`src/hdl/tms_pkg.sv`:
```
`default_nettype none

package tms_pkg;

	localparam int MODE_W      = 2;
	localparam int TEMP_W      = 10;
	localparam int DELAY_W     = 16;
	localparam int CFG_INDEX_W = 3;
	localparam int CFG_DATA_W  = 16;

	localparam logic [MODE_W-1:0] MODE_STOP = 2'd0;
	localparam logic [MODE_W-1:0] MODE_COOL = 2'd1;
	localparam logic [MODE_W-1:0] MODE_HEAT = 2'd2;
	localparam logic [MODE_W-1:0] MODE_NONE = 2'd3;

	localparam logic [CFG_INDEX_W-1:0] CFG_STOP_FAN_DELAY    = 3'd0;
	localparam logic [CFG_INDEX_W-1:0] CFG_START_DELAY       = 3'd1;
	localparam logic [CFG_INDEX_W-1:0] CFG_FAULT_DELAY       = 3'd2;
	localparam logic [CFG_INDEX_W-1:0] CFG_HEAT_STOP_LEVEL   = 3'd3;
	localparam logic [CFG_INDEX_W-1:0] CFG_HEAT_START_LEVEL  = 3'd4;
	localparam logic [CFG_INDEX_W-1:0] CFG_FALLBACK_OFF_TIME = 3'd5;
	localparam logic [CFG_INDEX_W-1:0] CFG_FALLBACK_ON_TIME  = 3'd6;

	localparam logic [TEMP_W-1:0] TEMP_FAULT_LOW  = 10'd0;
	localparam logic [TEMP_W-1:0] TEMP_FAULT_HIGH = 10'd1023;

	localparam logic [DELAY_W-1:0] RST_STOP_FAN_DELAY    = 16'd10000;
	localparam logic [DELAY_W-1:0] RST_START_DELAY       = 16'd3000;
	localparam logic [DELAY_W-1:0] RST_FAULT_DELAY       = 16'd5000;
	localparam logic [TEMP_W-1:0]  RST_HEAT_STOP_LEVEL   = 10'd400;
	localparam logic [TEMP_W-1:0]  RST_HEAT_START_LEVEL  = 10'd600;
	localparam logic [DELAY_W-1:0] RST_FALLBACK_OFF_TIME = 16'd4000;
	localparam logic [DELAY_W-1:0] RST_FALLBACK_ON_TIME  = 16'd10000;

	typedef logic [MODE_W-1:0] mode_t;
	typedef logic [TEMP_W-1:0] temp_t;
	typedef logic [DELAY_W-1:0] delay_t;

endpackage

`default_nettype wire

```
`src/hdl/tms_tick_if.sv`:
```
`default_nettype none

interface tms_tick_if;
	import tms_pkg::*;

	logic  valid;
	logic  ready;
	mode_t requested_mode;
	temp_t temperature;

	modport source (output valid, output requested_mode, output temperature, input ready);
	modport sink (input valid, input requested_mode, input temperature, output ready);
endinterface

`default_nettype wire

```
`src/hdl/tms_relay_if.sv`:
```
`default_nettype none

interface tms_relay_if;
	logic valid;
	logic ready;
	logic cool_drive;
	logic heat_drive;
	logic fan_drive;
	logic sensor_fault;
	logic fallback_active;

	modport source (output valid, output cool_drive, output heat_drive, output fan_drive,
		output sensor_fault, output fallback_active, input ready);
	modport sink (input valid, input cool_drive, input heat_drive, input fan_drive,
		input sensor_fault, input fallback_active, output ready);
endinterface

`default_nettype wire

```
`src/hdl/thermoelectric_mode_sequencer.sv`:
```
// Channel   Direction  Payload
// tick      in         requested_mode[1:0], temperature[9:0]
// relay     out        cool_drive, heat_drive, fan_drive, sensor_fault, fallback_active
// cfg_*     in         write enable, register index[2:0], data[15:0]
//
// One tick is taken per clock cycle unless stalled; results pass input and result registers.
// The sequencer state is updated as a tick moves from the input register to the result register.
// A stalled result register holds, and the input register still takes a tick while it is empty.
// Reset loads the register defaults, enters no mode and opens no relay.
`default_nettype none

module thermoelectric_mode_sequencer #(
	parameter int TIMER_BITS = 16
) (
	input  wire logic                             clk,
	input  wire logic                             arst_n,
	tms_tick_if.sink                              tick,
	tms_relay_if.source                           relay,
	input  wire logic                             cfg_we,
	input  wire logic [tms_pkg::CFG_INDEX_W-1:0]  cfg_index,
	input  wire logic [tms_pkg::CFG_DATA_W-1:0]   cfg_data
);
	import tms_pkg::*;

	localparam int CMP_W = (TIMER_BITS > DELAY_W) ? TIMER_BITS : DELAY_W;

	typedef logic [TIMER_BITS-1:0] timer_t;

	function automatic logic expired(timer_t t, delay_t d);
		return CMP_W'(t) >= CMP_W'(d);
	endfunction

	function automatic timer_t tick_up(timer_t t);
		return (t == {TIMER_BITS{1'b1}}) ? t : t + 1'b1;
	endfunction

	delay_t stop_fan_delay_q, start_delay_q, fault_delay_q;
	delay_t fallback_off_time_q, fallback_on_time_q;
	temp_t  heat_stop_level_q, heat_start_level_q;

	always_ff @(posedge clk or negedge arst_n) begin
		if (!arst_n) begin
			stop_fan_delay_q    <= RST_STOP_FAN_DELAY;
			start_delay_q       <= RST_START_DELAY;
			fault_delay_q       <= RST_FAULT_DELAY;
			heat_stop_level_q   <= RST_HEAT_STOP_LEVEL;
			heat_start_level_q  <= RST_HEAT_START_LEVEL;
			fallback_off_time_q <= RST_FALLBACK_OFF_TIME;
			fallback_on_time_q  <= RST_FALLBACK_ON_TIME;
		end else if (cfg_we) begin
			unique case (cfg_index)
				CFG_STOP_FAN_DELAY:    stop_fan_delay_q    <= cfg_data;
				CFG_START_DELAY:       start_delay_q       <= cfg_data;
				CFG_FAULT_DELAY:       fault_delay_q       <= cfg_data;
				CFG_HEAT_STOP_LEVEL:   heat_stop_level_q   <= cfg_data[TEMP_W-1:0];
				CFG_HEAT_START_LEVEL:  heat_start_level_q  <= cfg_data[TEMP_W-1:0];
				CFG_FALLBACK_OFF_TIME: fallback_off_time_q <= cfg_data;
				CFG_FALLBACK_ON_TIME:  fallback_on_time_q  <= cfg_data;
				default: ;
			endcase
		end
	end

	// Input register
	logic  valid_s1;
	mode_t mode_s1;
	temp_t temp_s1;

	// Result register
	logic valid_s2;
	logic cool_s2, heat_s2, fan_s2, fault_s2, fb_s2;

	logic advance_s2;
	logic process;

	assign advance_s2 = !valid_s2 || relay.ready;
	assign process    = valid_s1 && advance_s2;
	assign tick.ready = !valid_s1 || advance_s2;

	always_ff @(posedge clk or negedge arst_n) begin
		if (!arst_n) begin
			valid_s1 <= 1'b0;
		end else if (tick.ready) begin
			valid_s1 <= tick.valid;
		end
	end

	always_ff @(posedge clk) begin
		if (tick.ready && tick.valid) begin
			mode_s1 <= tick.requested_mode;
			temp_s1 <= tick.temperature;
		end
	end

	// Sequencer state
	mode_t  cur_mode_q;
	timer_t mode_elapsed_q, fault_elapsed_q, fb_elapsed_q;
	logic   fault_q, fb_phase_q, fb_armed_q;
	logic   cool_q, heat_q, fan_q;

	mode_t  cur_mode_d;
	timer_t mode_elapsed_d, fault_elapsed_d, fb_elapsed_d;
	logic   fault_d, fb_phase_d, fb_armed_d;
	logic   cool_d, heat_d, fan_d, fb_d;
	logic   bad_reading;

	assign bad_reading = (temp_s1 == TEMP_FAULT_LOW) || (temp_s1 == TEMP_FAULT_HIGH);

	always_comb begin
		cur_mode_d      = cur_mode_q;
		mode_elapsed_d  = tick_up(mode_elapsed_q);
		fault_elapsed_d = tick_up(fault_elapsed_q);
		fb_elapsed_d    = tick_up(fb_elapsed_q);
		fault_d         = fault_q;
		fb_phase_d      = fb_phase_q;
		fb_armed_d      = fb_armed_q;
		cool_d          = cool_q;
		heat_d          = heat_q;
		fan_d           = fan_q;
		fb_d            = 1'b0;
		unique case (mode_s1)
			MODE_STOP: begin
				fault_d = 1'b0;
				cool_d  = 1'b0;
				heat_d  = 1'b0;
				if (cur_mode_q != MODE_STOP) begin
					cur_mode_d     = MODE_STOP;
					mode_elapsed_d = '0;
				end
				if (expired(mode_elapsed_d, stop_fan_delay_q)) begin
					fan_d = 1'b0;
				end
			end
			MODE_COOL: begin
				fault_d = 1'b0;
				fan_d   = 1'b1;
				if (cur_mode_q != MODE_COOL) begin
					cur_mode_d     = MODE_COOL;
					mode_elapsed_d = '0;
					cool_d         = 1'b0;
					heat_d         = 1'b0;
				end
				if (expired(mode_elapsed_d, start_delay_q)) begin
					cool_d = 1'b1;
					heat_d = 1'b1;
				end
			end
			MODE_HEAT: begin
				fan_d = 1'b1;
				if (cur_mode_q != MODE_HEAT) begin
					cur_mode_d     = MODE_HEAT;
					mode_elapsed_d = '0;
					cool_d         = 1'b0;
					heat_d         = 1'b0;
				end
				if (expired(mode_elapsed_d, start_delay_q)) begin
					if (bad_reading && !fault_q) begin
						fault_d         = 1'b1;
						fault_elapsed_d = '0;
					end
					if (fault_d && expired(fault_elapsed_d, fault_delay_q)) begin
						// The duty cycle replaces the thermostat.
						fb_d = 1'b1;
						if (!fb_armed_q) begin
							fb_armed_d   = 1'b1;
							fb_elapsed_d = '0;
						end
						if (expired(fb_elapsed_d,
							fb_phase_q ? fallback_on_time_q : fallback_off_time_q)) begin
							cool_d     = fb_phase_q;
							fb_phase_d = !fb_phase_q;
							fb_armed_d = 1'b0;
						end
					end else if (temp_s1 < heat_stop_level_q) begin
						cool_d = 1'b0;
					end else if (temp_s1 > heat_start_level_q) begin
						cool_d = 1'b1;
					end
				end
			end
			default: ;
		endcase
	end

	always_ff @(posedge clk or negedge arst_n) begin
		if (!arst_n) begin
			cur_mode_q      <= MODE_NONE;
			mode_elapsed_q  <= '0;
			fault_elapsed_q <= '0;
			fb_elapsed_q    <= '0;
			fault_q         <= 1'b0;
			fb_phase_q      <= 1'b0;
			fb_armed_q      <= 1'b0;
			cool_q          <= 1'b0;
			heat_q          <= 1'b0;
			fan_q           <= 1'b0;
		end else if (process) begin
			cur_mode_q      <= cur_mode_d;
			mode_elapsed_q  <= mode_elapsed_d;
			fault_elapsed_q <= fault_elapsed_d;
			fb_elapsed_q    <= fb_elapsed_d;
			fault_q         <= fault_d;
			fb_phase_q      <= fb_phase_d;
			fb_armed_q      <= fb_armed_d;
			cool_q          <= cool_d;
			heat_q          <= heat_d;
			fan_q           <= fan_d;
		end
	end

	always_ff @(posedge clk or negedge arst_n) begin
		if (!arst_n) begin
			valid_s2 <= 1'b0;
		end else if (advance_s2) begin
			valid_s2 <= valid_s1;
		end
	end

	always_ff @(posedge clk) begin
		if (process) begin
			cool_s2  <= cool_d;
			heat_s2  <= heat_d;
			fan_s2   <= fan_d;
			fault_s2 <= fault_d;
			fb_s2    <= fb_d;
		end
	end

	assign relay.valid           = valid_s2;
	assign relay.cool_drive      = cool_s2;
	assign relay.heat_drive      = heat_s2;
	assign relay.fan_drive       = fan_s2;
	assign relay.sensor_fault    = fault_s2;
	assign relay.fallback_active = fb_s2;

	// The fallback cycle only runs in heat mode with a latched fault.
	a_fallback_in_heat: assert property (@(posedge clk) disable iff (!arst_n)
		(relay.valid && relay.fallback_active) |->
			(relay.sensor_fault && relay.fan_drive && !relay.heat_drive))
		else $error("fallback result outside heat mode with a latched fault");

	// A valid mode request is always entered.
	a_mode_entered: assert property (@(posedge clk) disable iff (!arst_n)
		(process && (mode_s1 != MODE_NONE)) |=> (cur_mode_q == $past(mode_s1)))
		else $error("requested mode not entered");

	// The fault flag is only set by a heat tick.
	a_fault_from_heat: assert property (@(posedge clk) disable iff (!arst_n)
		(!fault_q && process && (mode_s1 != MODE_HEAT)) |=> !fault_q)
		else $error("fault flag set outside heat mode");

	// A result is only produced from a held input item.
	a_result_source: assert property (@(posedge clk) disable iff (!arst_n)
		(!valid_s2 && !valid_s1) |=> !valid_s2)
		else $error("result appeared without an input item");

endmodule

`default_nettype wire
```
`src/flat_wrapper.sv`:
```
// flat-port wrapper written by rule: the top's interface ports become plain ports
module thermoelectric_mode_sequencer_flat import tms_pkg::*;
#(
	parameter int TIMER_BITS = 16
)
  (clk, arst_n, cfg_we, cfg_index, cfg_data, tick_valid, tick_requested_mode, tick_temperature, tick_ready, relay_valid, relay_cool_drive, relay_heat_drive, relay_fan_drive, relay_sensor_fault, relay_fallback_active, relay_ready);
  tms_tick_if tick_i ();
  tms_relay_if relay_i ();
  input  wire logic clk;
  input  wire logic arst_n;
  input  wire logic cfg_we;
  input  wire logic [tms_pkg::CFG_INDEX_W-1:0] cfg_index;
  input  wire logic [tms_pkg::CFG_DATA_W-1:0] cfg_data;
  input wire logic [$bits(tick_i.valid)-1:0] tick_valid;
  input wire logic [$bits(tick_i.requested_mode)-1:0] tick_requested_mode;
  input wire logic [$bits(tick_i.temperature)-1:0] tick_temperature;
  output wire logic [$bits(tick_i.ready)-1:0] tick_ready;
  output wire logic [$bits(relay_i.valid)-1:0] relay_valid;
  output wire logic [$bits(relay_i.cool_drive)-1:0] relay_cool_drive;
  output wire logic [$bits(relay_i.heat_drive)-1:0] relay_heat_drive;
  output wire logic [$bits(relay_i.fan_drive)-1:0] relay_fan_drive;
  output wire logic [$bits(relay_i.sensor_fault)-1:0] relay_sensor_fault;
  output wire logic [$bits(relay_i.fallback_active)-1:0] relay_fallback_active;
  input wire logic [$bits(relay_i.ready)-1:0] relay_ready;
  assign tick_i.valid = tick_valid;
  assign tick_i.requested_mode = tick_requested_mode;
  assign tick_i.temperature = tick_temperature;
  assign tick_ready = tick_i.ready;
  assign relay_valid = relay_i.valid;
  assign relay_cool_drive = relay_i.cool_drive;
  assign relay_heat_drive = relay_i.heat_drive;
  assign relay_fan_drive = relay_i.fan_drive;
  assign relay_sensor_fault = relay_i.sensor_fault;
  assign relay_fallback_active = relay_i.fallback_active;
  assign relay_i.ready = relay_ready;
  thermoelectric_mode_sequencer #(.TIMER_BITS(TIMER_BITS)) u_core (.clk(clk), .arst_n(arst_n), .tick(tick_i), .relay(relay_i), .cfg_we(cfg_we), .cfg_index(cfg_index), .cfg_data(cfg_data));
endmodule
```
`config.mk`:
```
export PLATFORM = sky130hd
export DESIGN_NAME = thermoelectric_mode_sequencer_flat
export DESIGN_NICKNAME = d
export VERILOG_FILES = /design/src/hdl/tms_pkg.sv /design/src/hdl/tms_tick_if.sv /design/src/hdl/tms_relay_if.sv /design/src/hdl/thermoelectric_mode_sequencer.sv /design/src/flat_wrapper.sv
export SDC_FILE = /design/constraint.sdc
export NUM_CORES = 1
export LEC_CHECK = 0
export ABC_AREA = 0
export BUFFER_PORTS_ARGS = -buffer_cell sky130_fd_sc_hd__buf_4
export CAP_MARGIN = 30
export CORE_ASPECT_RATIO = 0.8
export CORE_MARGIN = 2
export CORE_UTILIZATION = 34
export DETAILED_ROUTE_END_ITERATION = 6
export PLACE_DENSITY = 0.56
export RECOVER_POWER = 50
export SYNTH_ARGS = -nofsm -noshare
export SYNTH_HDL_FRONTEND = slang
export SYNTH_SLANG_ARGS = --single-unit
```
`constraint.sdc`:
```
create_clock -name clk -period 5 [get_ports clk]
set_clock_uncertainty 0.15 [all_clocks]
set_input_delay 1 -clock clk [delete_from_list [all_inputs] [get_ports clk]]
set_output_delay 1 -clock clk [all_outputs]
set_load 0.1 [all_outputs]
```
### Word level (Yosys, flattened, before mapping)

Index checks and enable logic that the tools add are counted.

| word-level totals | value |
|---|---|
| register bits after elaboration | 175 |
| bits in latches | 0 |
| memory bits (writable) | 0 |
| memory bits (read-only) | 0 |
| output and inout bits | 7 |
| memories | 0 |

| operators by class | value |
|---|---|
| add/sub/neg operators | 3 |
| multiply operators | 0 |
| div/mod/pow operators | 0 |
| order comparisons | 7 |
| equal/unequal tests | 17 |
| shifts and indexed selects | 0 |
| multiplexer cells | 49 |
| bitwise logic cells | 0 |
| reductions and logical operators | 29 |

Operators by type and width:

| kind | number |
|---|---|
| 2-to-1 mux 16 bit | 22 |
| greater-or-equal comparator 16 bit | 5 |
| adder 16 x 1 -> 16 bit, second input constant | 3 |
| equality test 16 bit, second input constant | 3 |
| one-hot mux 16 bit (3 select lines) | 1 |
| 2-to-1 mux 1 bit | 18 |
| AND reduction 2 bit | 8 |
| equality test 10 bit, second input constant | 1 |
| greater-than comparator 10 bit | 1 |
| logical NOT 10 bit | 1 |
| less-than comparator 10 bit | 1 |
| AND reduction 5 bit | 2 |
| equality test 3 bit, second input constant | 3 |
| inequality test 2 x 1 -> 1 bit, second input constant | 4 |
| equality test 3 x 2 -> 1 bit, second input constant | 2 |
| 2-to-1 mux 2 bit | 3 |
| one-hot mux 1 bit (3 select lines) | 2 |
| one-hot mux 2 bit (3 select lines) | 1 |
| logical AND 1 bit | 4 |
| logical NOT 1 bit | 4 |
| one-hot mux 1 bit (2 select lines) | 2 |
| AND reduction 4 bit | 1 |
| OR reduction 2 bit | 2 |
| equality test 3 x 1 -> 1 bit, second input constant | 1 |
| 8 further kinds | 10 |

### Longest topological paths before layout

| logic depth | value |
|---|---|
| depth in word-level cells | 17 |
| gate-level depth with buffers | 18 |
| gate-level depth less buffers | 16 |

### Worst setup path after synthesis

Ideal clock, no wire load.

| path | value |
|---|---|
| kind | reg2reg |
| start | register u_core.mode_elapsed_q[3] |
| end | register u_core.fb_elapsed_q[5] |
| setup time | 0.126 ns |
| arrival time | 3.561 ns |
| path slack | 1.163 ns |
| cell stages (with the launch flop) | 19 |
| buffers on the path | 3 |
| cell sequence | dfrtp_1 -> buf_2 -> and4_1 -> and4_1 -> nand4_1 -> and2_1 -> buf_4 -> nand3_1 -> xor2_1 -> nor2_1 -> ha_1 -> o211ai_1 -> nor3_1 -> a211oi_2 -> nor3b_4 -> nand4_4 -> and2_4 -> buf_6 -> a221o_1 |

| on the way | value |
|---|---|
| word-level cells in the longest chain between the ends | 7 |
| elaborated cells on any way between the ends | 8 |
| those cells by class | 1 x add/sub; 1 x order compare; 1 x eq/ne; 5 x mux |

Ends and longest elaborated chain:

| what | RTL line | text |
|---|---|---|
| start, declared | thermoelectric_mode_sequencer.sv:97 | `timer_t mode_elapsed_q, fault_elapsed_q, fb_elapsed_q;` |
| start signal, assigned | thermoelectric_mode_sequencer.sv:199 | `mode_elapsed_q <= mode_elapsed_d;` |
| adder 16 x 1 -> 16 bit / equality test 16 bit (equally long branches) | thermoelectric_mode_sequencer.sv:34 | `return (t == {TIMER_BITS{1'b1}}) ? t : t + 1'b1;` |
| 2-to-1 mux 16 bit (*) | thermoelectric_mode_sequencer.sv:34 |  |
| 2-to-1 mux 16 bit (*) | thermoelectric_mode_sequencer.sv:150 | `if (cur_mode_q != MODE_HEAT) begin` |
| 2-to-1 mux 16 bit (*) | thermoelectric_mode_sequencer.sv:121 | `unique case (mode_s1)` |
| greater-or-equal comparator 16 bit (*) | thermoelectric_mode_sequencer.sv:30 | `return CMP_W'(t) >= CMP_W'(d);` |
| 2-to-1 mux 16 bit (*) | thermoelectric_mode_sequencer.sv:156 | `if (expired(mode_elapsed_d, start_delay_q)) begin` |
| 2-to-1 mux 16 bit (*) | thermoelectric_mode_sequencer.sv:121 |  |
| end signal, assigned | thermoelectric_mode_sequencer.sv:201 | `fb_elapsed_q <= fb_elapsed_d;` |
| end, declared | thermoelectric_mode_sequencer.sv:97 |  |

Every way passes the cells marked *; elsewhere a longest branch is shown, timed or not. The select of a mux whose other input is x is not followed.
A chain may end at the register's enable or synchronous reset.

### Final worst setup path

Ends and elaborated chain as after synthesis.

==> out/qor.csv <==
stage,metric,value,unit
sta,max_slew.worst_pin.slew,2.09,ns
setup_path,timing.reg2reg.setup_slack,0.38,ns
floorplan,count_of_boundary_i_o_pins,43,
detailed_routing,antenna_violating_nets_post_route,0,
floorplan,height_of_the_die,164,um
place,numPlacedInstances,1593,
min_path,worst_hold_path_type,reg -> reg,
setup_path,r2r_cells,16,
clock_tree,insertion_delay,0.45,ns
yosys,async_flop_share,90.3,%
sta,fmaxAchievable,216,MHz
global_route,grt_remaining_overflow,0,
floorplan,core_area,31600,um^2
finish,multiInputGateArea,5940,um^2
clock_tree,clock-root-buffer,sky130_fd_sc_hd__clkbuf_16,
clock_tree,cts.htree.levels,4,
yosys,netlist-cell-type-count,70,
sta,finalSetupTns,0,ns
min_path,whs_path_depth,1,
finish,flow.area_growth_from_synthesis,12.4,%
sta,final-setup-viol-count,0,
place,place.gp.congestion,0.876,
yosys,ys_warn_count,0,
yosys,post_syn_nets,1303,
floorplan,x_dimension_of_the_die,205,um
detailed_routing,drtPass1Iterations,5,
flow_run,cap_viol_max_count,2,
yosys,synth_top_cell_by_area,sky130_fd_sc_hd__dfrtp_1,
setup_path,timing.critical_path.fanout_max,17,
floorplan,start_util,34.6,%
finish,nNetsFinal,1335,
setup_path,worstSetupStartpointType,register,
sta,final_hold_viol_count,0,
clock_tree,cts.path.max_buffers,2,
place,dpl_cell_area,11700,um^2
min_path,worstHoldStart,u_core.valid_s1,
min_path,hold_path_end,u_core.relay.valid,
clock_tree,tritoncts,yes,
outcome,failed_checks,"max-capacitance violations, max-slew violations",
yosys,mean_instance_size_in_the_synthesized_netlist,9.42,um^2
floorplan,die-area,33600,um^2
sta,period_minus_slack,4.62,ns
finish,postLayoutCellArea,12300,um^2
finish,final_cell_mix,"128 x sky130_fd_sc_hd__nand2_1, 121 x sky130_fd_sc_hd__dfrtp_1, 110 x sky130_fd_sc_hd__o21ai_0",
finish,drive_gt1_share,15.9,%
power_and_ir_drop,max-vdd-ir-drop,0.000246,V
place,pre_cts_setup_slack,0.345,ns
detailed_routing,routed_via_density,5.23,
place,detailed_place_hpwl,20.1,mm
global_route,initial_antenna_violation_count,0,
place,buffer_ports.inserted,42,
yosys,edff_count_synth,17,
sta,maxSlewHeadroom,-39.6,%
finish,layout_commonest_cell,sky130_fd_sc_hd__nand2_1,
finish,area.sequential,4510,um^2
yosys,ys_ff_latch,175,
global_route,grt_start_max_net_pins,81,
clock_tree,clk_pin_slew_worst_paths,0.07,ns
setup_path,startpoint_of_the_lowest_slack_register_to_register_path,u_core.mode_elapsed_q[3],
detailed_routing,remaining_drc_errors,0,
clock_tree,post_cts_hold_buffer_count,0,
clock_tree,clkSinkCount,175,
global_route,grt_usage,17.1,%
floorplan,num_rows,58,
detailed_routing,detail_route.wirelength,27.5,mm
detailed_routing,avgRoutedWirePerCell,16.9,um
setup_path,critPathArrivalTime,4.80,ns
sta,timing.final.ws_setup,0.380,ns
yosys,dominantRegCellSynth,sky130_fd_sc_hd__dfrtp_1,
power_and_ir_drop,pwr_density_cell,354,nW/um^2
sta,final_max_tran_viols,161,
yosys,synth.top_cells.by_area,"sky130_fd_sc_hd__dfrtp_1 28%, sky130_fd_sc_hd__ha_1 12%, sky130_fd_sc_hd__dfstp_2 8.9%, sky130_fd_sc_hd__mux2_2 5.1%, sky130_fd_sc_hd__o21ai_0 5.1%",
detailed_routing,starting_drt_drc_count,667,
yosys,yosys.area.top_type_share,27.7,%
global_route,grt_pass1_wl,44.7,mm
setup_path,rr_endpoint,u_core.fb_elapsed_q[5],
sta,setup_repair_after_global_routing_missed_its_margin,false,
sta,final_min_period_over_clock_period,92.4,%
finish,fillerInstances,3161,
power_and_ir_drop,power.static_leakage,5.46,nW
setup_path,critPathCaptureType,register,
finish,final_cell_count_no_fill,1626,
finish,insertedDiodeCount,0,
outcome,outcome,finished with violations,
yosys,synth-seq-area-share,41.2,%
finish,fin_util,38.9,%
yosys,syn-cell-area,10900,um^2
setup_path,worstSetupPathType,reg -> reg,
yosys,syn-instance-count,1161,
setup_path,worstPathRequired,5.18,ns
detailed_routing,routed-via-count,8508,
clock_tree,numCtsBuffers,17,
global_route,first_global_vias,8046,
-- per-layer routing --
layer,share of wire [%],up-vias,GRT usage (%)
li1,-,4185,-
met1,53,4115,26.5
met2,41,188,24.7
met3,4.3,20,3.04
met4,0.87,0,3.39
met5,0,-,0
-- layout make-up --
type / instances / area share (%)
Sequential cell: 175 / 36.7
Tap cell: 420 / 4.27
Inverter: 83 / 2.53
Multi-Input combinational cell: 859 / 48.3
Clock inverter: 14 / 1.20
Clock buffer: 18 / 3.66
Timing Repair Buffer: 57 / 3.35
-- logic make-up (layout without fill, tap and decap cells) --
kind of cell	count (synthesis)	in the layout	share of synthesized area, %
and+or+nand+nor	381	381	17.2
AOI/OAI and AO/OA	269	269	15.2
DFF	175	175	41.2
buffers and inverters	127	172	4.61
adders and majority gates	106	106	12.1
muxes	73	73	7.25
xor gates and xnor gates	30	30	2.40
-- where the power goes --
part	leakage (nW)	internal, mW	switching, mW
Clock	0.287	0.694	0.650
Combinational	3.10	0.456	0.681
Sequential	2.07	1.72	0.153
Total	5.46	2.87	1.48
-- how the worst max path moves through the flow --
stage,start,endpoint,slack (ns),cells after the start
floorplan,u_core.mode_elapsed_q[3],u_core.fb_elapsed_q[5],1.16,18
global placement,u_core.mode_elapsed_q[3],u_core.fb_elapsed_q[5],0.47,15
detailed placement,u_core.mode_elapsed_q[3],u_core.fb_elapsed_q[5],0.34,15
CTS,u_core.mode_elapsed_q[3],u_core.fb_elapsed_q[5],0.31,15
global route,u_core.mode_elapsed_q[3],u_core.fb_elapsed_q[5],0.008,16
finish,u_core.mode_elapsed_q[3],u_core.fb_elapsed_q[5],0.38,16
-- flip-flops by register name, indices dropped and copies added (netlist names), 2 cells and up --
name,count
u_core.fallback_on_time_q,16
u_core.fault_delay_q,16
u_core.fallback_off_time_q,16
u_core.temp_s1,10
u_core.heat_stop_level_q,10
u_core.fault_elapsed_q,16
u_core.stop_fan_delay_q,16
u_core.heat_start_level_q,10
u_core.cur_mode_q,2
u_core.mode_elapsed_q,16
u_core.start_delay_q,16
u_core.mode_s1,2
u_core.fb_elapsed_q,16
-- cell usage after synthesis (3+ instances only) --
cell / n
sky130_fd_sc_hd__nand3_1: 31
sky130_fd_sc_hd__buf_2: 7
sky130_fd_sc_hd__nand2_1: 128
sky130_fd_sc_hd__a31oi_1: 10
sky130_fd_sc_hd__o31ai_1: 12
sky130_fd_sc_hd__a2111oi_0: 8
sky130_fd_sc_hd__dfstp_2: 37
sky130_fd_sc_hd__mux2_2: 50
sky130_fd_sc_hd__nand4_1: 16
sky130_fd_sc_hd__xor2_1: 18
sky130_fd_sc_hd__and3_1: 11
sky130_fd_sc_hd__o21a_1: 5
sky130_fd_sc_hd__nand3b_1: 4
sky130_fd_sc_hd__o2111ai_1: 3
sky130_fd_sc_hd__a211oi_1: 5
sky130_fd_sc_hd__nor3_1: 17
sky130_fd_sc_hd__xnor2_1: 12
sky130_fd_sc_hd__o21ai_0: 111
sky130_fd_sc_hd__nand2b_1: 15
sky130_fd_sc_hd__nor2_1: 103
sky130_fd_sc_hd__a21oi_1: 54
sky130_fd_sc_hd__edfxtp_1: 17
sky130_fd_sc_hd__dfrtp_1: 121
sky130_fd_sc_hd__nor2b_1: 7
sky130_fd_sc_hd__a22o_1: 7
sky130_fd_sc_hd__a31o_2: 3
sky130_fd_sc_hd__a21o_1: 20
sky130_fd_sc_hd__nor4_1: 4
sky130_fd_sc_hd__inv_1: 83
sky130_fd_sc_hd__ha_1: 106
sky130_fd_sc_hd__mux2i_1: 23
sky130_fd_sc_hd__o211ai_1: 4
sky130_fd_sc_hd__o22ai_1: 4
sky130_fd_sc_hd__and2_1: 11
sky130_fd_sc_hd__clkbuf_1: 34
sky130_fd_sc_hd__nor3b_1: 5
sky130_fd_sc_hd__and4_1: 10
sky130_fd_sc_hd__nand4b_1: 3
-- per-stage QoR --
step | power (mW) | hold slack, ns
4_1_cts | 4.39 | 0.348
2_1_floorplan | 2.68 | 0.307
3_5_place_dp | 3.03 | 0.328
5_1_grt | 4.65 | 0.376
3_3_place_gp | 3.01 | 0.321
6_report | 4.36 | 0.345
-- critical path, stage by stage (launching register included) --
cell and delay [ns]:
sky130_fd_sc_hd__dfrtp_1 0.48, sky130_fd_sc_hd__and4_1 0.33, sky130_fd_sc_hd__and4_1 0.34, sky130_fd_sc_hd__nand4_1 0.17
sky130_fd_sc_hd__and2_1 0.28, sky130_fd_sc_hd__nand2_1 0.14, sky130_fd_sc_hd__xor2_1 0.28, sky130_fd_sc_hd__nor2_1 0.08
sky130_fd_sc_hd__ha_1 0.33, sky130_fd_sc_hd__o211ai_1 0.10, sky130_fd_sc_hd__nor3_2 0.28, sky130_fd_sc_hd__a211oi_2 0.11
sky130_fd_sc_hd__buf_4 0.16, sky130_fd_sc_hd__nor3b_4 0.35, sky130_fd_sc_hd__nand4_4 0.30, sky130_fd_sc_hd__and2_4 0.32
sky130_fd_sc_hd__a221o_1 0.29
-- timing repair --
item,in CTS,in global routing
buffers inserted,0,1
resized for setup,0,2
setup endpoints to repair,0,15
No activity file was read; power rests on OpenSTA's default activity.
